### config.mk
export PLATFORM = sky130hd
export DESIGN_NAME = morse_code_line_codec
export DESIGN_NICKNAME = d
export VERILOG_FILES = /design/src/sv/mclc_pkg.sv /design/src/sv/morse_code_line_codec.sv /design/src/sv/mclc_core.sv /design/src/sv/mclc_outbuf.sv
export SDC_FILE = /design/constraint.sdc
export NUM_CORES = 1
export LEC_CHECK = 0
export BUFFER_PORTS_ARGS = -buffer_cell sky130_fd_sc_hd__buf_2
export CAP_MARGIN = 20
export CORE_ASPECT_RATIO = 0.75
export CORE_MARGIN = 2
export CORE_UTILIZATION = 55
export CTS_BUF_LIST = sky130_fd_sc_hd__clkbuf_4 sky130_fd_sc_hd__clkbuf_8
export DETAILED_ROUTE_END_ITERATION = 8
export PLACE_DENSITY = 0.75
export SYNTH_ARGS = -nofsm -noshare
export SYNTH_HDL_FRONTEND = slang
export SYNTH_HIERARCHICAL = 1
export SYNTH_SLANG_ARGS = --single-unit
export TNS_END_PERCENT = 1
### constraint.sdc
create_clock -name clk -period 8.3 [get_ports clk]
set_clock_uncertainty 0.2 [all_clocks]
set_input_delay 1.66 -clock clk [delete_from_list [all_inputs] [get_ports clk]]
set_output_delay 1.66 -clock clk [all_outputs]
set_load 0.01 [all_outputs]
### src/sv/mclc_pkg.sv
// ----------------------------------------------------------------------------
// mclc_pkg
// Shared types, character codes and symbol tables for the Morse line codec.
// ----------------------------------------------------------------------------
package mclc_pkg;

    localparam int MaxRes = 6;

    localparam logic [7:0] CH_DOT   = 8'h2E;
    localparam logic [7:0] CH_DASH  = 8'h2D;
    localparam logic [7:0] CH_SPACE = 8'h20;
    localparam logic [7:0] CH_NL    = 8'h0A;
    localparam logic [7:0] CH_QMARK = 8'h3F;
    localparam logic [7:0] CH_A     = 8'h41;
    localparam logic [7:0] CH_Z     = 8'h5A;

    localparam logic [2:0] BAD_TOKEN = 3'd5;

    // letter A+i: element count, elements with the first as MSB (dash = 1)
    localparam logic [2:0] SYM_LEN [26] = '{
        3'd2, 3'd4, 3'd4, 3'd3, 3'd1, 3'd4, 3'd3, 3'd4, 3'd2, 3'd4, 3'd3, 3'd4, 3'd2,
        3'd2, 3'd3, 3'd4, 3'd4, 3'd3, 3'd3, 3'd1, 3'd3, 3'd4, 3'd3, 3'd4, 3'd4, 3'd4
    };
    localparam logic [3:0] SYM_BITS [26] = '{
        4'h1, 4'h8, 4'hA, 4'h4, 4'h0, 4'h2, 4'h6, 4'h0, 4'h0, 4'h7, 4'h5, 4'h4, 4'h3,
        4'h2, 4'h7, 4'h6, 4'hD, 4'h2, 4'h0, 4'h1, 4'h1, 4'h1, 4'h3, 4'h9, 4'hB, 4'hC
    };

    typedef struct packed {
        logic [7:0] ch;
        logic       err;
    } mclc_res_t;

    typedef struct packed {
        mclc_res_t [MaxRes-1:0] res;
        logic      [2:0]        count;
    } mclc_batch_t;

    typedef struct packed {
        logic       found;
        logic [7:0] ch;
    } mclc_match_t;

    function automatic mclc_match_t mclc_lookup(input logic [2:0] cnt,
                                                input logic [3:0] bits);
        mclc_match_t m;
        m.found = 1'b0;
        m.ch    = CH_QMARK;
        for (int i = 0; i < 26; i++)
        begin
            if (!m.found && SYM_LEN[i] == cnt && SYM_BITS[i] == bits)
            begin
                m.found = 1'b1;
                m.ch    = CH_A + 8'(i);
            end
        end
        return m;
    endfunction

endpackage

### src/sv/morse_code_line_codec.sv
// ----------------------------------------------------------------------------
// morse_code_line_codec
// Morse line codec, letters A to Z: encodes or decodes one line per pass.
//
//   channel | signals                          | dir
//   in      | in_valid in_stall char_code      | in
//           | line_end                         |
//   out     | out_valid out_stall out_char     | out
//           | is_error last                    |
//
// A character waits in the input register, then its 0..6 beats leave the
// result register one per cycle while out_stall is low; a character that
// gives no beat loads nothing. Rate is set by the result register's play-out.
// Reset puts the codec at the start of a line in encode mode.
// Output stall holds the result register; the input register stalls only
// while its batch cannot enter the result register.
// ----------------------------------------------------------------------------
module morse_code_line_codec (
    input  logic       clk,
    input  logic       rst_n,
    input  logic       in_valid,
    output logic       in_stall,
    input  logic [7:0] char_code,
    input  logic       line_end,
    output logic       out_valid,
    input  logic       out_stall,
    output logic [7:0] out_char,
    output logic       is_error,
    output logic       last
);
    import mclc_pkg::*;

    logic        in_vld_reg;
    logic [7:0]  char_reg;
    logic        end_reg;
    logic        advance, load, free;
    mclc_batch_t batch;

    mclc_core u_core (
        .clk       (clk),
        .rst_n     (rst_n),
        .step      (advance),
        .char_code (char_reg),
        .line_end  (end_reg),
        .batch     (batch)
    );

    mclc_outbuf u_outbuf (
        .clk       (clk),
        .rst_n     (rst_n),
        .load      (load),
        .batch     (batch),
        .free      (free),
        .out_valid (out_valid),
        .out_stall (out_stall),
        .out_char  (out_char),
        .is_error  (is_error),
        .last      (last)
    );

    always_comb
    begin
        advance  = in_vld_reg && (batch.count == 3'd0 || free);
        load     = advance && batch.count != 3'd0;
        in_stall = in_vld_reg && !advance;
    end

    always_ff @(posedge clk or negedge rst_n)
    begin
        if (!rst_n)
        begin
            in_vld_reg <= 1'b0;
        end
        else if (!in_stall)
        begin
            in_vld_reg <= in_valid;
        end
    end

    always_ff @(posedge clk)
    begin
        if (in_valid && !in_stall)
        begin
            char_reg <= char_code;
            end_reg  <= line_end;
        end
    end

    a_err_is_qmark: assert property (@(posedge clk) disable iff (!rst_n)
        out_valid && is_error |-> out_char == CH_QMARK)
        else $error("error beat is not a question mark");

    a_newline_last: assert property (@(posedge clk) disable iff (!rst_n)
        out_valid && out_char == CH_NL |-> last)
        else $error("newline beat not last of its batch");

    a_batch_continues: assert property (@(posedge clk) disable iff (!rst_n)
        out_valid && !out_stall && !last |=> out_valid)
        else $error("batch dropped before its last beat");

    a_stall_needs_item: assert property (@(posedge clk) disable iff (!rst_n)
        in_stall |-> in_vld_reg && out_valid)
        else $error("input stalled with nothing pending");

endmodule

### src/sv/mclc_core.sv
// ----------------------------------------------------------------------------
// mclc_core
// Line state and per-character codec logic; builds the result batch.
// ----------------------------------------------------------------------------
module mclc_core (
    input  logic                 clk,
    input  logic                 rst_n,
    input  logic                 step,
    input  logic [7:0]           char_code,
    input  logic                 line_end,
    output mclc_pkg::mclc_batch_t batch
);
    import mclc_pkg::*;

    logic       line_start_reg, line_start_next;
    logic       decode_reg, decode_next;
    logic [2:0] elem_cnt_reg, elem_cnt_next;
    logic [3:0] elem_bits_reg, elem_bits_next;

    logic        is_dot, is_dash, is_elem, is_space, is_letter, mode;
    logic [2:0]  cnt0, cnt1, tok_cnt, len;
    logic [3:0]  bits0, bits1, tok_bits, sbits;
    logic [4:0]  idx;
    logic        flush_en, has_tok;
    mclc_match_t match;
    mclc_res_t   tok_res;

    always_comb
    begin
        is_dot    = char_code == CH_DOT;
        is_dash   = char_code == CH_DASH;
        is_elem   = is_dot || is_dash;
        is_space  = char_code == CH_SPACE;
        is_letter = char_code >= CH_A && char_code <= CH_Z;
        mode      = line_start_reg ? is_elem : decode_reg;
        cnt0      = line_start_reg ? 3'd0 : elem_cnt_reg;
        bits0     = line_start_reg ? 4'd0 : elem_bits_reg;

        cnt1  = cnt0;
        bits1 = bits0;
        if (is_elem)
        begin
            if (cnt0 < 3'd4)
            begin
                bits1 = {bits0[2:0], is_dash};
                cnt1  = cnt0 + 3'd1;
            end
            else
            begin
                cnt1 = BAD_TOKEN;
            end
        end
        else if (is_space)
        begin
            cnt1  = 3'd0;
            bits1 = 4'd0;
        end
        else
        begin
            cnt1 = BAD_TOKEN;
        end

        tok_cnt  = is_space ? cnt0 : cnt1;
        tok_bits = is_space ? bits0 : bits1;
        flush_en = is_space || line_end;
        has_tok  = flush_en && tok_cnt != 3'd0;
        match    = mclc_lookup(tok_cnt, tok_bits);
        tok_res.ch  = match.ch;
        tok_res.err = !match.found;

        idx   = is_letter ? 5'(char_code - CH_A) : 5'd0;
        len   = SYM_LEN[idx];
        sbits = SYM_BITS[idx];

        batch.res   = '0;
        batch.count = 3'd0;
        if (mode)
        begin
            if (has_tok)
            begin
                batch.res[0] = tok_res;
            end
            if (line_end)
            begin
                batch.res[3'(has_tok)] = '{ch: CH_NL, err: 1'b0};
            end
            batch.count = 3'(has_tok) + 3'(line_end);
        end
        else if (is_letter)
        begin
            for (int j = 0; j < 4; j++)
            begin
                if (3'(j) < len)
                begin
                    batch.res[j].ch  = sbits[2'(len - 3'(j) - 3'd1)] ? CH_DASH : CH_DOT;
                    batch.res[j].err = 1'b0;
                end
            end
            batch.res[len] = '{ch: CH_SPACE, err: 1'b0};
            if (line_end)
            begin
                batch.res[len + 3'd1] = '{ch: CH_NL, err: 1'b0};
            end
            batch.count = len + 3'd1 + 3'(line_end);
        end
        else
        begin
            batch.res[0] = '{ch: CH_QMARK, err: 1'b1};
            if (line_end)
            begin
                batch.res[1] = '{ch: CH_NL, err: 1'b0};
            end
            batch.count = 3'd1 + 3'(line_end);
        end

        if (line_end)
        begin
            line_start_next = 1'b1;
            decode_next     = 1'b0;
            elem_cnt_next   = 3'd0;
            elem_bits_next  = 4'd0;
        end
        else
        begin
            line_start_next = 1'b0;
            decode_next     = mode;
            elem_cnt_next   = mode ? cnt1 : 3'd0;
            elem_bits_next  = mode ? bits1 : 4'd0;
        end
    end

    always_ff @(posedge clk or negedge rst_n)
    begin
        if (!rst_n)
        begin
            line_start_reg <= 1'b1;
            decode_reg     <= 1'b0;
            elem_cnt_reg   <= 3'd0;
            elem_bits_reg  <= 4'd0;
        end
        else if (step)
        begin
            line_start_reg <= line_start_next;
            decode_reg     <= decode_next;
            elem_cnt_reg   <= elem_cnt_next;
            elem_bits_reg  <= elem_bits_next;
        end
    end

endmodule

### src/sv/mclc_outbuf.sv
// ----------------------------------------------------------------------------
// mclc_outbuf
// Result register: holds one batch and plays it out one beat per cycle while out_stall is low.
// ----------------------------------------------------------------------------
module mclc_outbuf (
    input  logic                  clk,
    input  logic                  rst_n,
    input  logic                  load,
    input  mclc_pkg::mclc_batch_t batch,
    output logic                  free,
    output logic                  out_valid,
    input  logic                  out_stall,
    output logic [7:0]            out_char,
    output logic                  is_error,
    output logic                  last
);
    import mclc_pkg::*;

    mclc_res_t  buf_reg [MaxRes];
    logic [2:0] cnt_reg;
    logic [2:0] idx_reg, idx_next;
    logic       valid_reg;
    logic       take, take_last;

    always_comb
    begin
        out_valid = valid_reg;
        out_char  = buf_reg[idx_reg].ch;
        is_error  = buf_reg[idx_reg].err;
        last      = idx_reg == cnt_reg - 3'd1;
        take      = valid_reg && !out_stall;
        take_last = take && last;
        free      = !valid_reg || take_last;
        idx_next  = idx_reg + 3'd1;
    end

    always_ff @(posedge clk)
    begin
        if (load)
        begin
            for (int i = 0; i < MaxRes; i++)
            begin
                buf_reg[i] <= batch.res[i];
            end
        end
    end

    always_ff @(posedge clk or negedge rst_n)
    begin
        if (!rst_n)
        begin
            valid_reg <= 1'b0;
            cnt_reg   <= 3'd0;
            idx_reg   <= 3'd0;
        end
        else if (load)
        begin
            valid_reg <= 1'b1;
            cnt_reg   <= batch.count;
            idx_reg   <= 3'd0;
        end
        else if (take_last)
        begin
            valid_reg <= 1'b0;
        end
        else if (take)
        begin
            idx_reg <= idx_next;
        end
    end

endmodule

==> impl_results.md <==
- IO Pins: 25
- Via count: 4709
- Die Wd: 122 um
- Post-cts sizing count: 0
- Clock sinks: 80
- Setup TNS Final: 0 ns
- Placed cell area: 5880 um2
- Die height: 92.8 um
- Netlist Area Pre-Place: 5780 um2
- Diodes inserted: 0
- Fmax: 129 MHz
- Storage element area: 2320 um2
- Syn. warnings: 6
- Multi-input logic area: 3130 um2
- Clock-pin slew on the worst setup and hold paths: 0.09 ns
- Synth unique cells: 83
- Met3 routed WL: 898 um
- CP Max Fanout: 17
- Gr ovfl total: 0
- Data arrival, critical path: 5.86 ns
- Cells after DPL: 733
- Gr usage total: 24.9%
- Hold path start: u_outbuf/cnt_reg[1]
- Max-Cap Viols: 0
- CTS Buf Count: 9
- Pint: 1.12 mW
- Rows: 32
- Metal2 WL: 5950 um
- Post-route cell area: 6110 um2
- Setup-failing EPs final: 0
- Comb power frac: 46.5%
- Final WL: 13200 um
- Most common cell after layout, fill and taps aside: edfxtp_1
- RSZ-0062 raised after global routing: no
- H-Tree Depth: 3
- Reg2reg start: char_reg[1]
- Die ar.: 11400 um2
- Clock buffer depth: 2
- Area grow syn2layout: 5.65%
- Yosys reg bits: 80
- GPL Wtd Cong: 0.896
- Crit start category: register
- Critical Path Source: char_reg[1]
- DRC viols: 0
- Post-CTS setup buffers: 0
- Slew Limit Fails: 0
- P_sw: 757 uW
- Top sig layer: met4
- Share of layout cells above drive strength 1: 13.1%
- Via-per-instance ratio: 6.29
- FILL cells: 872
- Leak pwr: 2.22 nW
- WL/cell: 17.7 um
- Antenna violations before repair: 0
- Clk_lat worst skew: 0.36 ns
- Clock share of power: 17.7%
- Endpoint type of the worst setup path: output pin
- Hold buffer count at CTS: 0
- Asr flop ratio synth: 21.3%
- 1st-iter DRT viols: 538
- Root buf cell: clkbuf_8
- Post-route ant nets: 0
- Hold Crit Class: register to register
- Largest net degree at the start of global routing: 42
- M1 wire length: 6180 um
- Kind of critical path: register to output pin
- Final Hold Violating Endpoints: 0
- Dpl hpwl: 9630 um
- Peak VDD IR: 0.000134 V
- Final min period: 7.72 ns
- Port bufs: 24
- Syn Area/Cell: 9.64 um2
- Final Cycle Share: 93.1%
- Worst Path Required: 6.44 ns
- Initial Util: 56.4%
- Flop pwr share: 35.8%
- Switching share of total power: 40.4%
- EDFF count, synth: 63
- Rel. slew slack: 32.6%
- TritonCTS clock tree: yes
- Register area share after synthesis: 40.1%
- Tightest Pin Transition: 0.983 ns
- NumNets Final: 638
- Status: finished, final reports clean
- Most frequent cells in the layout: edfxtp_1 (63), nor2_1 (55), nand2_1 (49)
- Final cell count without fillers: 749
- Post-Synthesis Cells: 600
- PD cells: 307 nW/um2
- Vias in the first global route: 4305
- Drt first pass iters: 5
- Core area: 10200 um2
- Main synth FF type: edfxtp_1
- First-pass GRT wire length: 22000 um
- Largest register FFs: 54
[cells by family after synthesis]
logic type	share of synthesized area, %
simple gates	19.6
flops	40.1
mux	8.28
buf+inv	7.57
other cells	0.0648
compound gates	19.1
xor+xnor	1.60
fa+ha+maj	3.68
[synth_stat cells, types with 3 or more instances]
cell	count	area (um2)
o21ai_1	10	50.1
a31oi_1	9	56.3
nor2b_1	10	62.6
nand2_1	49	184
nor4_1	6	37.5
dfrtp_1	16	400
or3_1	6	37.5
ha_1	17	213
o21ai_0	30	150
o21a_1	8	60.1
a211o_1	3	26.3
a221o_1	4	40.0
clkbuf_1	13	48.8
nand3_1	15	75.1
nor2_1	56	210
nor3b_1	7	52.6
edfxtp_1	63	1890
a211oi_1	8	60.1
nor3_1	15	75.1
o22ai_1	9	56.3
nand2b_1	14	87.6
nand4_1	5	31.3
buf_4	30	225
o221ai_1	3	26.3
mux2i_1	16	160
mux4_2	11	248
a21boi_0	4	30.0
a21o_1	3	22.5
nor4b_1	3	26.3
or4_1	5	37.5
o211ai_1	9	67.6
a21oi_1	34	170
xor2_1	4	35.0
o31ai_1	5	37.5
buf_2	14	70.1
inv_1	20	75.1
xnor2_1	4	35.0
nand3b_1	4	30.0
and3_1	3	18.8
[critical path, cell delays in order, from the launching register on]
cell	delay (ns)
edfxtp_1	0.58
inv_1	0.22
ha_1	0.54
nand2b_1	0.13
or4_1	0.48
and3_1	0.23
nand2_1	0.14
ha_1	0.24
inv_1	0.10
a21boi_0	0.19
a221o_1	0.17
a211oi_1	0.08
buf_4	0.19
o21bai_2	0.35
ha_1	0.32
or4b_1	0.57
nand4_2	0.21
xnor2_1	0.14
nor2_1	0.11
nor3_4	0.27
nor2_1	0.08
buf_2	0.14
[metal layers]
metal | vias up | global-route usage [%]
met5 | - | 0
met4 | 0 | 7.18
met3 | 28 | 3.76
met2 | 198 | 37.2
met1 | 2253 | 37.6
li1 | 2230 | -
[power groups by stage]
stage                     Sequential [mW]  Clock (mW)  Combinational [mW]
after floorplan                     0.644           0               0.689
after global placement              0.673           0               0.852
after detailed placement            0.682           0               0.862
after CTS                           0.672       0.339               0.867
after global routing                0.688       0.352               0.965
final                               0.671       0.331               0.872
[final cells by class]
| type | instances | area share (%) |
|---|---|---|
| multi-input cells | 464 | 51.1 |
| inverters | 22 | 1.35 |
| well taps | 136 | 2.78 |
| flip-flops and latches | 80 | 37.9 |
| repair buffers | 31 | 3.03 |
| clock buffers | 10 | 2.25 |
| clock inverters | 6 | 1.49 |
[final timing paths]
check,end,slack [ns],cells past startpoint
max reg2reg,u_core/elem_bits_reg[3],1.13,25
max,in_stall,0.58,21
max in group asynchronous,u_core/line_start_reg,6.56,1
min in group asynchronous,u_core/elem_bits_reg[2],1.02,1
min reg2reg,u_outbuf/cnt_reg[1],0.34,2
min,u_outbuf/cnt_reg[1],0.34,2
[stage by stage]
stage | worst slack [ns] | util (%) | hold slack, ns | power, mW
after floorplan | 0.0348 | - | 0.294 | 1.33
after global placement | 1.22 | 57.4 | 0.312 | 1.53
after detailed placement | 1.02 | 57.4 | 0.329 | 1.54
after CTS | 0.609 | 59.6 | 0.347 | 1.88
after global routing | 0.185 | 59.6 | 0.364 | 2.01
final | 0.575 | 59.6 | 0.337 | 1.87
(Power assumes the default switching activity.)
